[config.mk]
export PLATFORM = sky130hd
export DESIGN_NAME = snmp_ber_message_parser_core
export DESIGN_NICKNAME = d
export VERILOG_FILES = /design/src/hdl/snmpber_pkg.sv /design/src/hdl/snmp_ber_message_parser_core.sv /design/src/hdl/snmpber_step.sv /design/src/hdl/snmpber_fifo.sv
export SDC_FILE = /design/constraint.sdc
export NUM_CORES = 1
export LEC_CHECK = 0
export CAP_MARGIN = 20
export CORE_MARGIN = 2
export CORE_UTILIZATION = 58
export CTS_CLUSTER_DIAMETER = 50
export CTS_CLUSTER_SIZE = 24
export DETAILED_ROUTE_END_ITERATION = 6
export DONT_BUFFER_PORTS = 1
export GPL_TIMING_DRIVEN = 0
export MAX_ROUTING_LAYER = met4
export PLACE_DENSITY = 0.81
export REMOVE_ABC_BUFFERS = 1
export SLEW_MARGIN = 20
export SYNTH_ARGS = -nofsm -noshare
export SYNTH_HDL_FRONTEND = slang
export SYNTH_SLANG_ARGS = --single-unit
[constraint.sdc]
create_clock -name clk -period 7.65 [get_ports clk]
set_input_delay 1.53 -clock clk [delete_from_list [all_inputs] [get_ports clk]]
set_output_delay 1.53 -clock clk [all_outputs]
set_load 0.02 [all_outputs]
[src/hdl/snmpber_pkg.sv]
// Shared types, tag constants and helper functions for the SNMP BER parser.
// Used by snmpber_step, snmpber_fifo and snmp_ber_message_parser_core.
package snmpber_pkg;

    // Results one input byte can cause at most
    localparam int MAX_RES = 3;

    // Record queue geometry
    localparam int FIFO_DEPTH  = 4;
    localparam int PTR_W       = $clog2(FIFO_DEPTH);
    localparam int CNT_W       = $clog2(FIFO_DEPTH + 1);
    localparam int SPACE_LIMIT = FIFO_DEPTH - MAX_RES;

    // BER tags
    localparam logic [7:0] TAG_SEQUENCE     = 8'h30;
    localparam logic [7:0] TAG_INTEGER      = 8'h02;
    localparam logic [7:0] TAG_OCTET_STRING = 8'h04;
    localparam logic [7:0] TAG_GET          = 8'hA0;
    localparam logic [7:0] TAG_GET_NEXT     = 8'hA1;
    localparam logic [7:0] TAG_RESPONSE     = 8'hA2;
    localparam logic [7:0] TAG_SET          = 8'hA3;
    localparam logic [7:0] TAG_OID          = 8'h06;
    localparam logic [7:0] TAG_IP_ADDRESS   = 8'h40;
    localparam logic [7:0] TAG_NULL         = 8'h05;

    // First OID byte packs two components
    localparam int OID_RADIX = 40;

    // Record kinds
    localparam logic [3:0] REC_VERSION      = 4'd0;
    localparam logic [3:0] REC_COMMUNITY    = 4'd1;
    localparam logic [3:0] REC_PDU_KIND     = 4'd2;
    localparam logic [3:0] REC_REQUEST_ID   = 4'd3;
    localparam logic [3:0] REC_ERROR_STATUS = 4'd4;
    localparam logic [3:0] REC_ERROR_INDEX  = 4'd5;
    localparam logic [3:0] REC_OID_PART     = 4'd6;
    localparam logic [3:0] REC_VALUE        = 4'd7;
    localparam logic [3:0] REC_PACKET_END   = 4'd8;

    // Value types reported on value records
    localparam logic [1:0] VT_INTEGER = 2'd0;
    localparam logic [1:0] VT_IP      = 2'd1;
    localparam logic [1:0] VT_NULL    = 2'd2;

    // Parser phases, one-hot
    typedef enum logic [31:0] {
        PH_SEQ_TAG    = 32'h0000_0001,
        PH_SEQ_LEN    = 32'h0000_0002,
        PH_VER_TAG    = 32'h0000_0004,
        PH_VER_LEN    = 32'h0000_0008,
        PH_VER_VAL    = 32'h0000_0010,
        PH_VER_SKIP   = 32'h0000_0020,
        PH_COMM_TAG   = 32'h0000_0040,
        PH_COMM_LEN   = 32'h0000_0080,
        PH_COMM_BYTES = 32'h0000_0100,
        PH_PDU_TAG    = 32'h0000_0200,
        PH_PDU_LEN    = 32'h0000_0400,
        PH_INT0_TAG   = 32'h0000_0800,
        PH_INT0_LEN   = 32'h0000_1000,
        PH_INT0_VAL   = 32'h0000_2000,
        PH_INT1_TAG   = 32'h0000_4000,
        PH_INT1_LEN   = 32'h0000_8000,
        PH_INT1_VAL   = 32'h0001_0000,
        PH_INT2_TAG   = 32'h0002_0000,
        PH_INT2_LEN   = 32'h0004_0000,
        PH_INT2_VAL   = 32'h0008_0000,
        PH_VBL_TAG    = 32'h0010_0000,
        PH_VBL_LEN    = 32'h0020_0000,
        PH_VB_TAG     = 32'h0040_0000,
        PH_VB_LEN     = 32'h0080_0000,
        PH_OID_TAG    = 32'h0100_0000,
        PH_OID_LEN    = 32'h0200_0000,
        PH_OID_FIRST  = 32'h0400_0000,
        PH_OID_REST   = 32'h0800_0000,
        PH_VAL_TAG    = 32'h1000_0000,
        PH_VAL_LEN    = 32'h2000_0000,
        PH_VAL_BYTES  = 32'h4000_0000,
        PH_IDLE       = 32'h8000_0000
    } phase_t;

    typedef enum logic [1:0] {
        VK_INT   = 2'd0,
        VK_IP    = 2'd1,
        VK_NULL  = 2'd2,
        VK_OTHER = 2'd3
    } vkind_t;

    typedef enum logic [1:0] {
        OUTCOME_RUNNING  = 2'd0,
        OUTCOME_COMPLETE = 2'd1,
        OUTCOME_FAILED   = 2'd2
    } outcome_t;

    // Parser control state (accumulator travels separately, its width is a parameter)
    typedef struct packed {
        phase_t     phase;
        logic [7:0] field_left;
        logic [7:0] list_left;
        vkind_t     vkind;
        outcome_t   outcome;
    } state_t;

    localparam state_t STATE_RESET = '{
        phase:      PH_SEQ_TAG,
        field_left: 8'd0,
        list_left:  8'd0,
        vkind:      VK_INT,
        outcome:    OUTCOME_RUNNING
    };

    // Input transfer payload
    typedef struct packed {
        logic [7:0] byte_in;
        logic       end_of_packet;
    } in_item_t;

    // Output transfer payload
    typedef struct packed {
        logic [3:0]  record_kind;
        logic [31:0] record_value;
        logic [1:0]  value_type;
        logic        first_component;
        logic        packet_valid;
        logic        last_result;
    } rec_t;

    function automatic rec_t make_rec(
        input logic [3:0]  kind,
        input logic [31:0] value,
        input logic [1:0]  vtype,
        input logic        first,
        input logic        valid
    );
        rec_t r;
        r.record_kind     = kind;
        r.record_value    = value;
        r.value_type      = vtype;
        r.first_component = first;
        r.packet_valid    = valid;
        r.last_result     = 1'b0;
        return r;
    endfunction

    // Quotient of a byte by the OID radix (0..6), by threshold compares
    function automatic logic [2:0] oid_hi(input logic [7:0] b);
        logic [2:0] q;
        q = 3'd0;
        for (int i = 1; i <= 6; i++)
        begin
            if (b >= 8'(i * OID_RADIX))
            begin
                q = 3'(i);
            end
        end
        return q;
    endfunction

endpackage

[src/hdl/snmp_ber_message_parser_core.sv]
// SNMP v1 BER message parser, one datagram byte per input transfer.
// Each byte's records enter the record queue at its transfer and leave it in order.
// Throughput: one byte per cycle while each byte yields at most one record and
// out_ready holds; the output port moves one record per cycle while out_ready is high,
// and in_ready drops while the 4-entry record queue has fewer than three free slots.
// Reset: rst_n (async, active low) returns the parser to the outer sequence tag.
module snmp_ber_message_parser_core #(
    parameter int VALUE_BITS = 32
) (
    input  logic                   clk,
    input  logic                   rst_n,
    input  logic                   in_valid,
    output logic                   in_ready,
    input  snmpber_pkg::in_item_t  in_data,
    output logic                   out_valid,
    input  logic                   out_ready,
    output snmpber_pkg::rec_t      out_data
);
    import snmpber_pkg::*;

    localparam int ACC_W = (VALUE_BITS > 32) ? VALUE_BITS : 32;

    state_t             state_reg;
    state_t             state_next;
    logic [ACC_W-1:0]   acc_reg;
    logic [ACC_W-1:0]   acc_next;
    rec_t [MAX_RES-1:0] step_recs;
    logic [1:0]         step_count;
    logic [1:0]         push_count;
    logic               in_xfer;
    logic               out_xfer;

    assign in_xfer    = in_valid & in_ready;
    assign out_xfer   = out_valid & out_ready;
    assign push_count = in_xfer ? step_count : 2'd0;

    // Per-byte parse logic
    snmpber_step #(
        .VALUE_BITS (VALUE_BITS)
    ) u_step (
        .in_item   (in_data),
        .state_cur (state_reg),
        .acc_cur   (acc_reg),
        .state_nxt (state_next),
        .acc_nxt   (acc_next),
        .recs      (step_recs),
        .rec_count (step_count)
    );

    // Parser state
    always_ff @(posedge clk or negedge rst_n)
    begin
        if (!rst_n)
        begin
            state_reg <= STATE_RESET;
            acc_reg   <= '0;
        end
        else if (in_xfer)
        begin
            state_reg <= state_next;
            acc_reg   <= acc_next;
        end
    end

    // Record queue toward the output port
    snmpber_fifo u_fifo (
        .clk        (clk),
        .rst_n      (rst_n),
        .push_count (push_count),
        .push_recs  (step_recs),
        .pop        (out_xfer),
        .out_valid  (out_valid),
        .out_rec    (out_data),
        .space_ok   (in_ready)
    );

`ifndef SYNTHESIS
    // A final byte always leaves the parser at the start of a new datagram
    a_eop_restarts: assert property (@(posedge clk) disable iff (!rst_n)
        (in_xfer && in_data.end_of_packet) |=> (state_reg.phase == PH_SEQ_TAG))
        else $error("parser not restarted after final byte");

    // A final byte always produces a record to deliver
    a_eop_has_record: assert property (@(posedge clk) disable iff (!rst_n)
        (in_xfer && in_data.end_of_packet) |=> out_valid)
        else $error("no record queued after final byte");

    // A settled outcome parks the parser
    a_outcome_idle: assert property (@(posedge clk) disable iff (!rst_n)
        (state_reg.outcome != OUTCOME_RUNNING) |-> (state_reg.phase == PH_IDLE))
        else $error("outcome settled while parser still active");
`endif

endmodule

[src/hdl/snmpber_step.sv]
// Combinational next-state and record generation for one received byte.
// Depends on snmpber_pkg.
module snmpber_step #(
    parameter int VALUE_BITS = 32
) (
    input  snmpber_pkg::in_item_t                      in_item,
    input  snmpber_pkg::state_t                        state_cur,
    input  logic [((VALUE_BITS > 32) ? VALUE_BITS : 32)-1:0] acc_cur,
    output snmpber_pkg::state_t                        state_nxt,
    output logic [((VALUE_BITS > 32) ? VALUE_BITS : 32)-1:0] acc_nxt,
    output snmpber_pkg::rec_t [snmpber_pkg::MAX_RES-1:0] recs,
    output logic [1:0]                                 rec_count
);
    import snmpber_pkg::*;

    localparam int ACC_W = (VALUE_BITS > 32) ? VALUE_BITS : 32;
    localparam logic [ACC_W-1:0] INT_MASK = {ACC_W{1'b1}} >> (ACC_W - VALUE_BITS);
    localparam logic [ACC_W-1:0] IP_MASK  = {ACC_W{1'b1}} >> (ACC_W - 32);

    state_t            st;
    phase_t            ph;
    logic [ACC_W-1:0]  acc;
    logic [ACC_W-1:0]  shifted;
    logic [7:0]        b;
    logic [7:0]        field_dec;
    logic [2:0]        oid_q;
    logic [7:0]        oid_r;
    logic              done;
    logic              in_list_body;
    logic [3:0]        int_kind;
    phase_t            int_len;
    phase_t            int_val;
    phase_t            int_next;
    rec_t [MAX_RES-1:0] rr;
    logic [1:0]        cnt;

    assign b       = in_item.byte_in;
    assign shifted = {acc_cur[ACC_W-9:0], b};
    assign oid_q   = oid_hi(b);
    assign oid_r   = b - 8'(oid_q * OID_RADIX);

    // Varbind-list byte counting covers the phases inside the list
    assign in_list_body = state_cur.phase inside {PH_VB_TAG, PH_VB_LEN, PH_OID_TAG,
        PH_OID_LEN, PH_OID_FIRST, PH_OID_REST, PH_VAL_TAG, PH_VAL_LEN, PH_VAL_BYTES};

    always_comb
    begin
        st        = state_cur;
        acc       = acc_cur;
        ph        = state_cur.phase;
        rr        = '0;
        cnt       = 2'd0;
        done      = 1'b0;
        field_dec = state_cur.field_left - 8'd1;
        int_kind  = REC_REQUEST_ID;
        int_len   = PH_INT0_LEN;
        int_val   = PH_INT0_VAL;
        int_next  = PH_INT1_TAG;

        if (in_list_body && state_cur.list_left != 8'd0)
        begin
            st.list_left = state_cur.list_left - 8'd1;
        end

        // Phases that may emit and may hand the same byte on to the next field
        if (ph == PH_VER_TAG && b != TAG_INTEGER)
        begin
            ph = PH_COMM_TAG;
        end
        else if (ph == PH_VER_VAL)
        begin
            rr[cnt] = make_rec(REC_VERSION, 32'(b), VT_INTEGER, 1'b0, 1'b0);
            cnt = cnt + 2'd1;
            if (state_cur.field_left == 8'd0)
            begin
                ph = PH_COMM_TAG;
            end
            else
            begin
                done = 1'b1;
                if (state_cur.field_left == 8'd1)
                begin
                    st.phase = PH_COMM_TAG;
                end
                else
                begin
                    st.field_left = field_dec;
                    st.phase = PH_VER_SKIP;
                end
            end
        end
        else if (ph == PH_OID_FIRST)
        begin
            rr[cnt] = make_rec(REC_OID_PART, 32'(oid_q), VT_INTEGER, 1'b1, 1'b0);
            cnt = cnt + 2'd1;
            rr[cnt] = make_rec(REC_OID_PART, 32'(oid_r), VT_INTEGER, 1'b0, 1'b0);
            cnt = cnt + 2'd1;
            if (state_cur.field_left == 8'd0)
            begin
                ph = PH_VAL_TAG;
            end
            else
            begin
                done = 1'b1;
                if (state_cur.field_left == 8'd1)
                begin
                    st.phase = PH_VAL_TAG;
                end
                else
                begin
                    st.field_left = field_dec;
                    st.phase = PH_OID_REST;
                end
            end
        end

        if (!done)
        begin
            // Skip fields whose tag does not match
            if (ph == PH_COMM_TAG && b != TAG_OCTET_STRING) ph = PH_PDU_TAG;
            if (ph == PH_INT0_TAG && b != TAG_INTEGER) ph = PH_INT1_TAG;
            if (ph == PH_INT1_TAG && b != TAG_INTEGER) ph = PH_INT2_TAG;
            if (ph == PH_INT2_TAG && b != TAG_INTEGER) ph = PH_VBL_TAG;
            if (ph == PH_OID_TAG && b != TAG_OID) ph = PH_VB_TAG;

            // Which integer header field this is
            unique case (ph) inside
                PH_INT1_TAG, PH_INT1_LEN, PH_INT1_VAL:
                begin
                    int_kind = REC_ERROR_STATUS;
                    int_len  = PH_INT1_LEN;
                    int_val  = PH_INT1_VAL;
                    int_next = PH_INT2_TAG;
                end
                PH_INT2_TAG, PH_INT2_LEN, PH_INT2_VAL:
                begin
                    int_kind = REC_ERROR_INDEX;
                    int_len  = PH_INT2_LEN;
                    int_val  = PH_INT2_VAL;
                    int_next = PH_VBL_TAG;
                end
                default: ;
            endcase

            st.phase = ph;

            // Handle the byte in the resolved phase
            unique case (ph) inside
                PH_SEQ_TAG:
                begin
                    if (b == TAG_SEQUENCE)
                    begin
                        st.phase = PH_SEQ_LEN;
                    end
                    else
                    begin
                        st.phase = PH_IDLE;
                        st.outcome = OUTCOME_FAILED;
                    end
                end
                PH_SEQ_LEN:  st.phase = PH_VER_TAG;
                PH_VER_TAG:  st.phase = PH_VER_LEN;
                PH_VER_LEN:
                begin
                    st.field_left = b;
                    st.phase = PH_VER_VAL;
                end
                PH_VER_SKIP:
                begin
                    st.field_left = field_dec;
                    if (field_dec == 8'd0) st.phase = PH_COMM_TAG;
                end
                PH_COMM_TAG: st.phase = PH_COMM_LEN;
                PH_COMM_LEN:
                begin
                    st.field_left = b;
                    st.phase = (b != 8'd0) ? PH_COMM_BYTES : PH_PDU_TAG;
                end
                PH_COMM_BYTES:
                begin
                    rr[cnt] = make_rec(REC_COMMUNITY, 32'(b), VT_INTEGER, 1'b0, 1'b0);
                    cnt = cnt + 2'd1;
                    st.field_left = field_dec;
                    if (field_dec == 8'd0) st.phase = PH_PDU_TAG;
                end
                PH_PDU_TAG:
                begin
                    if (b >= TAG_GET && b <= TAG_SET)
                    begin
                        rr[cnt] = make_rec(REC_PDU_KIND, 32'(b[1:0]), VT_INTEGER, 1'b0, 1'b0);
                        cnt = cnt + 2'd1;
                        st.phase = PH_PDU_LEN;
                    end
                    else
                    begin
                        st.phase = PH_IDLE;
                        st.outcome = OUTCOME_FAILED;
                    end
                end
                PH_PDU_LEN:  st.phase = PH_INT0_TAG;
                PH_INT0_TAG, PH_INT1_TAG, PH_INT2_TAG:
                begin
                    st.phase = int_len;
                end
                PH_INT0_LEN, PH_INT1_LEN, PH_INT2_LEN:
                begin
                    st.field_left = b;
                    acc = '0;
                    if (b == 8'd0)
                    begin
                        rr[cnt] = make_rec(int_kind, 32'd0, VT_INTEGER, 1'b0, 1'b0);
                        cnt = cnt + 2'd1;
                        st.phase = int_next;
                    end
                    else
                    begin
                        st.phase = int_val;
                    end
                end
                PH_INT0_VAL, PH_INT1_VAL, PH_INT2_VAL:
                begin
                    acc = shifted & INT_MASK;
                    st.field_left = field_dec;
                    if (field_dec == 8'd0)
                    begin
                        rr[cnt] = make_rec(int_kind, acc[31:0], VT_INTEGER, 1'b0, 1'b0);
                        cnt = cnt + 2'd1;
                        st.phase = int_next;
                    end
                end
                PH_VBL_TAG:
                begin
                    if (b == TAG_SEQUENCE)
                    begin
                        st.phase = PH_VBL_LEN;
                    end
                    else
                    begin
                        st.phase = PH_IDLE;
                        st.outcome = OUTCOME_COMPLETE;
                    end
                end
                PH_VBL_LEN:
                begin
                    st.list_left = b;
                    if (b == 8'd0)
                    begin
                        st.phase = PH_IDLE;
                        st.outcome = OUTCOME_COMPLETE;
                    end
                    else
                    begin
                        st.phase = PH_VB_TAG;
                    end
                end
                PH_VB_TAG:
                begin
                    // List end checked on the count before this byte
                    if (state_cur.list_left == 8'd0)
                    begin
                        st.phase = PH_IDLE;
                        st.outcome = OUTCOME_COMPLETE;
                    end
                    else if (b == TAG_SEQUENCE)
                    begin
                        st.phase = PH_VB_LEN;
                    end
                    else if (st.list_left == 8'd0)
                    begin
                        st.phase = PH_IDLE;
                        st.outcome = OUTCOME_COMPLETE;
                    end
                end
                PH_VB_LEN:   st.phase = PH_OID_TAG;
                PH_OID_TAG:  st.phase = PH_OID_LEN;
                PH_OID_LEN:
                begin
                    st.field_left = b;
                    st.phase = PH_OID_FIRST;
                end
                PH_OID_REST:
                begin
                    rr[cnt] = make_rec(REC_OID_PART, 32'(b), VT_INTEGER, 1'b0, 1'b0);
                    cnt = cnt + 2'd1;
                    st.field_left = field_dec;
                    if (field_dec == 8'd0) st.phase = PH_VAL_TAG;
                end
                PH_VAL_TAG:
                begin
                    if (b == TAG_INTEGER)
                        st.vkind = VK_INT;
                    else if (b == TAG_IP_ADDRESS)
                        st.vkind = VK_IP;
                    else if (b == TAG_NULL)
                        st.vkind = VK_NULL;
                    else
                        st.vkind = VK_OTHER;
                    st.phase = PH_VAL_LEN;
                end
                PH_VAL_LEN:
                begin
                    st.field_left = b;
                    acc = '0;
                    if (state_cur.vkind == VK_NULL)
                    begin
                        // Null takes only tag and length
                        rr[cnt] = make_rec(REC_VALUE, 32'd0, VT_NULL, 1'b0, 1'b0);
                        cnt = cnt + 2'd1;
                    end
                    else if (state_cur.vkind == VK_OTHER)
                    begin
                        rr[cnt] = make_rec(REC_VALUE, 32'd0, VT_NULL, 1'b0, 1'b0);
                        cnt = cnt + 2'd1;
                    end
                    else if (b == 8'd0)
                    begin
                        rr[cnt] = make_rec(REC_VALUE, 32'd0, state_cur.vkind, 1'b0, 1'b0);
                        cnt = cnt + 2'd1;
                    end
                    else if (state_cur.vkind == VK_IP && b != 8'd4)
                    begin
                        // Malformed address: report zero, skip its bytes
                        rr[cnt] = make_rec(REC_VALUE, 32'd0, VT_IP, 1'b0, 1'b0);
                        cnt = cnt + 2'd1;
                        st.vkind = VK_OTHER;
                    end

                    if (state_cur.vkind == VK_NULL || b == 8'd0)
                    begin
                        if (st.list_left == 8'd0)
                        begin
                            st.phase = PH_IDLE;
                            st.outcome = OUTCOME_COMPLETE;
                        end
                        else
                        begin
                            st.phase = PH_VB_TAG;
                        end
                    end
                    else
                    begin
                        st.phase = PH_VAL_BYTES;
                    end
                end
                PH_VAL_BYTES:
                begin
                    acc = (state_cur.vkind == VK_IP) ? (shifted & IP_MASK)
                                                     : (shifted & INT_MASK);
                    st.field_left = field_dec;
                    if (field_dec == 8'd0)
                    begin
                        if (state_cur.vkind == VK_INT || state_cur.vkind == VK_IP)
                        begin
                            rr[cnt] = make_rec(REC_VALUE, acc[31:0], state_cur.vkind,
                                               1'b0, 1'b0);
                            cnt = cnt + 2'd1;
                        end
                        if (st.list_left == 8'd0)
                        begin
                            st.phase = PH_IDLE;
                            st.outcome = OUTCOME_COMPLETE;
                        end
                        else
                        begin
                            st.phase = PH_VB_TAG;
                        end
                    end
                end
                default: ;
            endcase
        end

        // Final byte: packet-end record, then back to reset state
        if (in_item.end_of_packet)
        begin
            rr[cnt] = make_rec(REC_PACKET_END, 32'd0, VT_INTEGER, 1'b0,
                               st.outcome == OUTCOME_COMPLETE);
            cnt = cnt + 2'd1;
            st  = STATE_RESET;
            acc = '0;
        end

        if (cnt != 2'd0)
        begin
            rr[cnt - 2'd1].last_result = 1'b1;
        end
    end

    assign state_nxt = st;
    assign acc_nxt   = acc;
    assign recs      = rr;
    assign rec_count = cnt;

endmodule

[src/hdl/snmpber_fifo.sv]
// Small record queue between the parser and the output port; takes up to
// three records per cycle and delivers one. Depends on snmpber_pkg.
module snmpber_fifo (
    input  logic                                        clk,
    input  logic                                        rst_n,
    input  logic [1:0]                                  push_count,
    input  snmpber_pkg::rec_t [snmpber_pkg::MAX_RES-1:0] push_recs,
    input  logic                                        pop,
    output logic                                        out_valid,
    output snmpber_pkg::rec_t                           out_rec,
    output logic                                        space_ok
);
    import snmpber_pkg::*;

    rec_t             mem_reg [FIFO_DEPTH];
    logic [PTR_W-1:0] wr_ptr_reg;
    logic [PTR_W-1:0] wr_ptr_next;
    logic [PTR_W-1:0] rd_ptr_reg;
    logic [PTR_W-1:0] rd_ptr_next;
    logic [CNT_W-1:0] count_reg;
    logic [CNT_W-1:0] count_next;

    // Pointer and occupancy update
    assign wr_ptr_next = wr_ptr_reg + PTR_W'(push_count);
    assign rd_ptr_next = rd_ptr_reg + PTR_W'(pop);
    assign count_next  = count_reg + CNT_W'(push_count) - CNT_W'(pop);

    always_ff @(posedge clk or negedge rst_n)
    begin
        if (!rst_n)
        begin
            wr_ptr_reg <= '0;
            rd_ptr_reg <= '0;
            count_reg  <= '0;
        end
        else
        begin
            wr_ptr_reg <= wr_ptr_next;
            rd_ptr_reg <= rd_ptr_next;
            count_reg  <= count_next;
        end
    end

    // Record storage
    always_ff @(posedge clk)
    begin
        for (int i = 0; i < MAX_RES; i++)
        begin
            if (i < push_count)
            begin
                mem_reg[PTR_W'(wr_ptr_reg + PTR_W'(i))] <= push_recs[i];
            end
        end
    end

    assign out_valid = (count_reg != '0);
    assign out_rec   = mem_reg[rd_ptr_reg];
    assign space_ok  = (count_reg <= CNT_W'(SPACE_LIMIT));

endmodule

==> results_dict.tcl <==
set metrics [dict create \
    status "complete, no violations" \
    peakVddDrop_v 0.000394 \
    synth.cell_area_um2 15300 \
    drive_gt1_share_pct 14.1 \
    numPortBuffers 0 \
    synth_edf_count 164 \
    yosys.cell_types.count 91 \
    wirelength_met1_um 18000 \
    drt_iter0_markers 2091 \
    top_layer_used "met4" \
    hold_viol 0 \
    synth_area_leader_cell "edfxtp_1" \
    mostFrequentLayoutCell "nor2_1" \
    first_pass_iters 6 \
    met2_length_um 23000 \
    leakage_nw 6.22 \
    grt_overflow 0 \
    power_switching_mw 2.13 \
    grt_max_degree 84 \
    drc 0 \
    worstMarginPinSlew_ns 1.04 \
    areaGrowthSynthToFinish_pct 12.4 \
    synth_ff_type "edfxtp_1" \
    max_freq_mhz 133 \
    finalCritPeriodShare_pct 98.6 \
    cts_buffers 27 \
    slew_headroom_pct 29.6 \
    crit_chain "or4_4 -> and4b_1 -> or3_1 -> a311oi_1 -> or3_1 -> a21o_1 -> or3_4 -> o32a_1 -> o22ai_2 -> nor3_1 -> a32oi_2 -> inv_1 -> ha_1 -> nor2b_1 -> nor2_1 -> nor2_2 -> o21ai_4 -> or2_2 -> mux2i_4 -> buf_4 -> nor2_1" \
    drv_slew 0 \
    worst_setup_path_end_kind "flop" \
    synth_area_leaders "edfxtp_1 (32%), dfrtp_1 (13%), mux4_2 (6.0%), nor2_1 (5.3%), nand2_1 (4.6%)" \
    grt_util_all_layers_pct 35.4 \
    switching_share_pct 39.1 \
    ys_ff_latch 247 \
    power_density_nw_per_um2 317 \
    die_h_um 167 \
    synth_warnings 0 \
    critPathLaunchType "input pin" \
    comb_power_share_pct 37.3 \
    initial_core_util_pct 59.0 \
    cp.required_ns 7.97 \
    power_mw 5.46 \
    via_count 13500 \
    crit_path_top_delay_cell "or4_4" \
    wire_per_inst_um 25.9 \
    syn_inst 1566 \
    yosysSeqAreaShare_pct 45.7 \
    synth_top_area_share_pct 32.1 \
    grt_pass1_vias 13100 \
    crit_fanout 13 \
    r2r_slack_ns 0.17 \
    n_fill_cell 1869 \
    cts_root_buffer "clkbuf_16" \
    nNetsFinal 1577 \
    cts_tree "built" \
    power.internal_mw 3.32 \
    gp_congestion 0.990 \
    largest_reg_flops 164 \
    fin_crit_ns 7.54 \
    syn_avg_cell_area_um2 9.79 \
    grt_pass1_wl_um 74700 \
    placementRows 59 \
    layout_common_cells "nor2_1 (215), nand2_1 (184), edfxtp_1 (164), o21ai_0 (92), dfrtp_1 (80)" \
    wl_met3_um 5460 \
    boundaryPins 56 \
    finalSetupTns_ns 0 \
    p_seq_share_pct 35.5 \
    viasPerCell 7.13 \
    core_um2 26000 \
    hold_path.class "flop to flop" \
    cp.arrival_ns 7.86 \
    clk_latency_ns 0.57 \
    cpPeakStageDelay_ns 0.60 \
    clkPwrFrac_pct 27.2 \
    maxCapViolCount 0 \
    synthArstFlopShare_pct 33.6 \
    fin_worst_skew_ns 0.0378 \
    die-area_um2 27700 \
    clk_pin_slew_worst_paths_ns 0.08 \
    cts-htree-levels 1 \
    die_w_um 167 \
    cts_buffer_depth 3 \
    antenna_left 0 \
    cts.sinks 247 \
    setup_viol 0 \
    dp_hpwl_um 32000 \
    antenna_found_initial 2 \
    drt_wl_total_um 49200 \
    worst-setup-path-type "input pin to flop" \
]
## through the flow
| stage | area, um2 | std cells | utilization, % | hold slack, ns | setup WS (ns) |
|---|---|---|---|---|---|
| 2_1_floorplan | 14900 | 1460 | - | 0.450 | -1.76 |
| 3_3_place_gp | 15300 | 1795 | 58.8 | 0.461 | -5.72 |
| 4_1_cts | 17000 | 1880 | 65.6 | 0.489 | 0.00850 |
| 3_5_place_dp | 15700 | 1809 | 60.3 | 0.471 | -2.01 |
| 5_1_grt | 17200 | 1897 | 66.3 | 0.511 | -0.0590 |
| 6_report | 17200 | 1897 | 66.3 | 0.490 | 0.111 |
## routing by layer
metal / global-route usage [%] / vias to the layer above
met5: - / -
met4: 17.2 / 0
met3: 7.13 / 213
met2: 55.7 / 1055
met1: 44.1 / 6440
li1: - / 5816
## final timing paths
check | startpoint | to | cells after the start
worst max-delay path | in_data[1] | u_fifo.mem_reg[0][20] | 21
worst min-delay path | acc_reg[18] | acc_reg[18] | 2
worst max register to register | state_reg[13] | u_fifo.mem_reg[0][20] | 23
worst min register to register | acc_reg[18] | acc_reg[18] | 2
max in group asynchronous | rst_n | state_reg[20] | 0
min in group asynchronous | rst_n | state_reg[37] | 0
## final cells by class
class	count	area [um2]	share of cell area (%)
timing repair buffer	44	559	3.24
antenna	2	5.00	0.0290
tap	335	419	2.43
clock inverter	19	299	1.73
sequential	247	7010	40.7
multi-input combinational	1164	8020	46.5
inverter	55	206	1.20
clock buffer	31	722	4.19
## critical path, delay by kind of cell
kind / cells / cell delay [ns]
buffers and inverters: 2 / 0.35
adder cells (fa/ha/maj): 1 / 0.29
AO/OA/AOI/OAI: 6 / 1.95
multiplexers: 1 / 0.33
AND/OR/NAND/NOR: 11 / 3.39
## cells by family after synthesis
group                      count (synthesis)  synth area share (%)
AOI/OAI and AO/OA                        341                  15.2
xor gates and xnor gates                  27                  1.54
adders and majority gates                 26                  2.20
buffers and inverters                    161                  4.46
DFF                                      247                  45.7
muxes                                     89                  9.52
and+or+nand+nor                          675                  21.4
## Yosys cell counts, types with 9 or more instances
master / instances
xnor2_1: 15
o21ai_0: 93
o221ai_1: 10
a22oi_1: 20
a21oi_1: 56
nand2_1: 186
nor3_1: 46
a22o_1: 16
mux2i_1: 39
buf_2: 10
or3_1: 23
nand2b_1: 17
nor4_1: 25
inv_1: 55
clkbuf_1: 78
o31ai_1: 9
ha_1: 23
a211oi_1: 11
nand3_1: 49
xor2_1: 12
nor2_1: 218
and2_1: 16
dfrtp_1: 82
and3_1: 11
mux4_2: 41
or4_1: 16
edfxtp_1: 164
nand4_1: 15
o22ai_1: 27
## timing repair
action	CTS	global route
hold buffers	0	0
pin swaps	1	4
endpoints found under the setup margin	330	324
gates cloned	4	2
resized for setup	23	14
setup buffers	17	13
## power by group through the flow
stage / sequential [mW] / clock, mW / combinational, mW
5_1_grt: 1.97 / 1.53 / 2.16
3_3_place_gp: 2.00 / 0 / 1.77
2_1_floorplan: 1.92 / 0 / 1.38
3_5_place_dp: 1.95 / 0 / 1.93
4_1_cts: 1.93 / 1.48 / 1.97
6_report: 1.94 / 1.48 / 2.03
No activity file was read; power rests on OpenSTA's default activity.
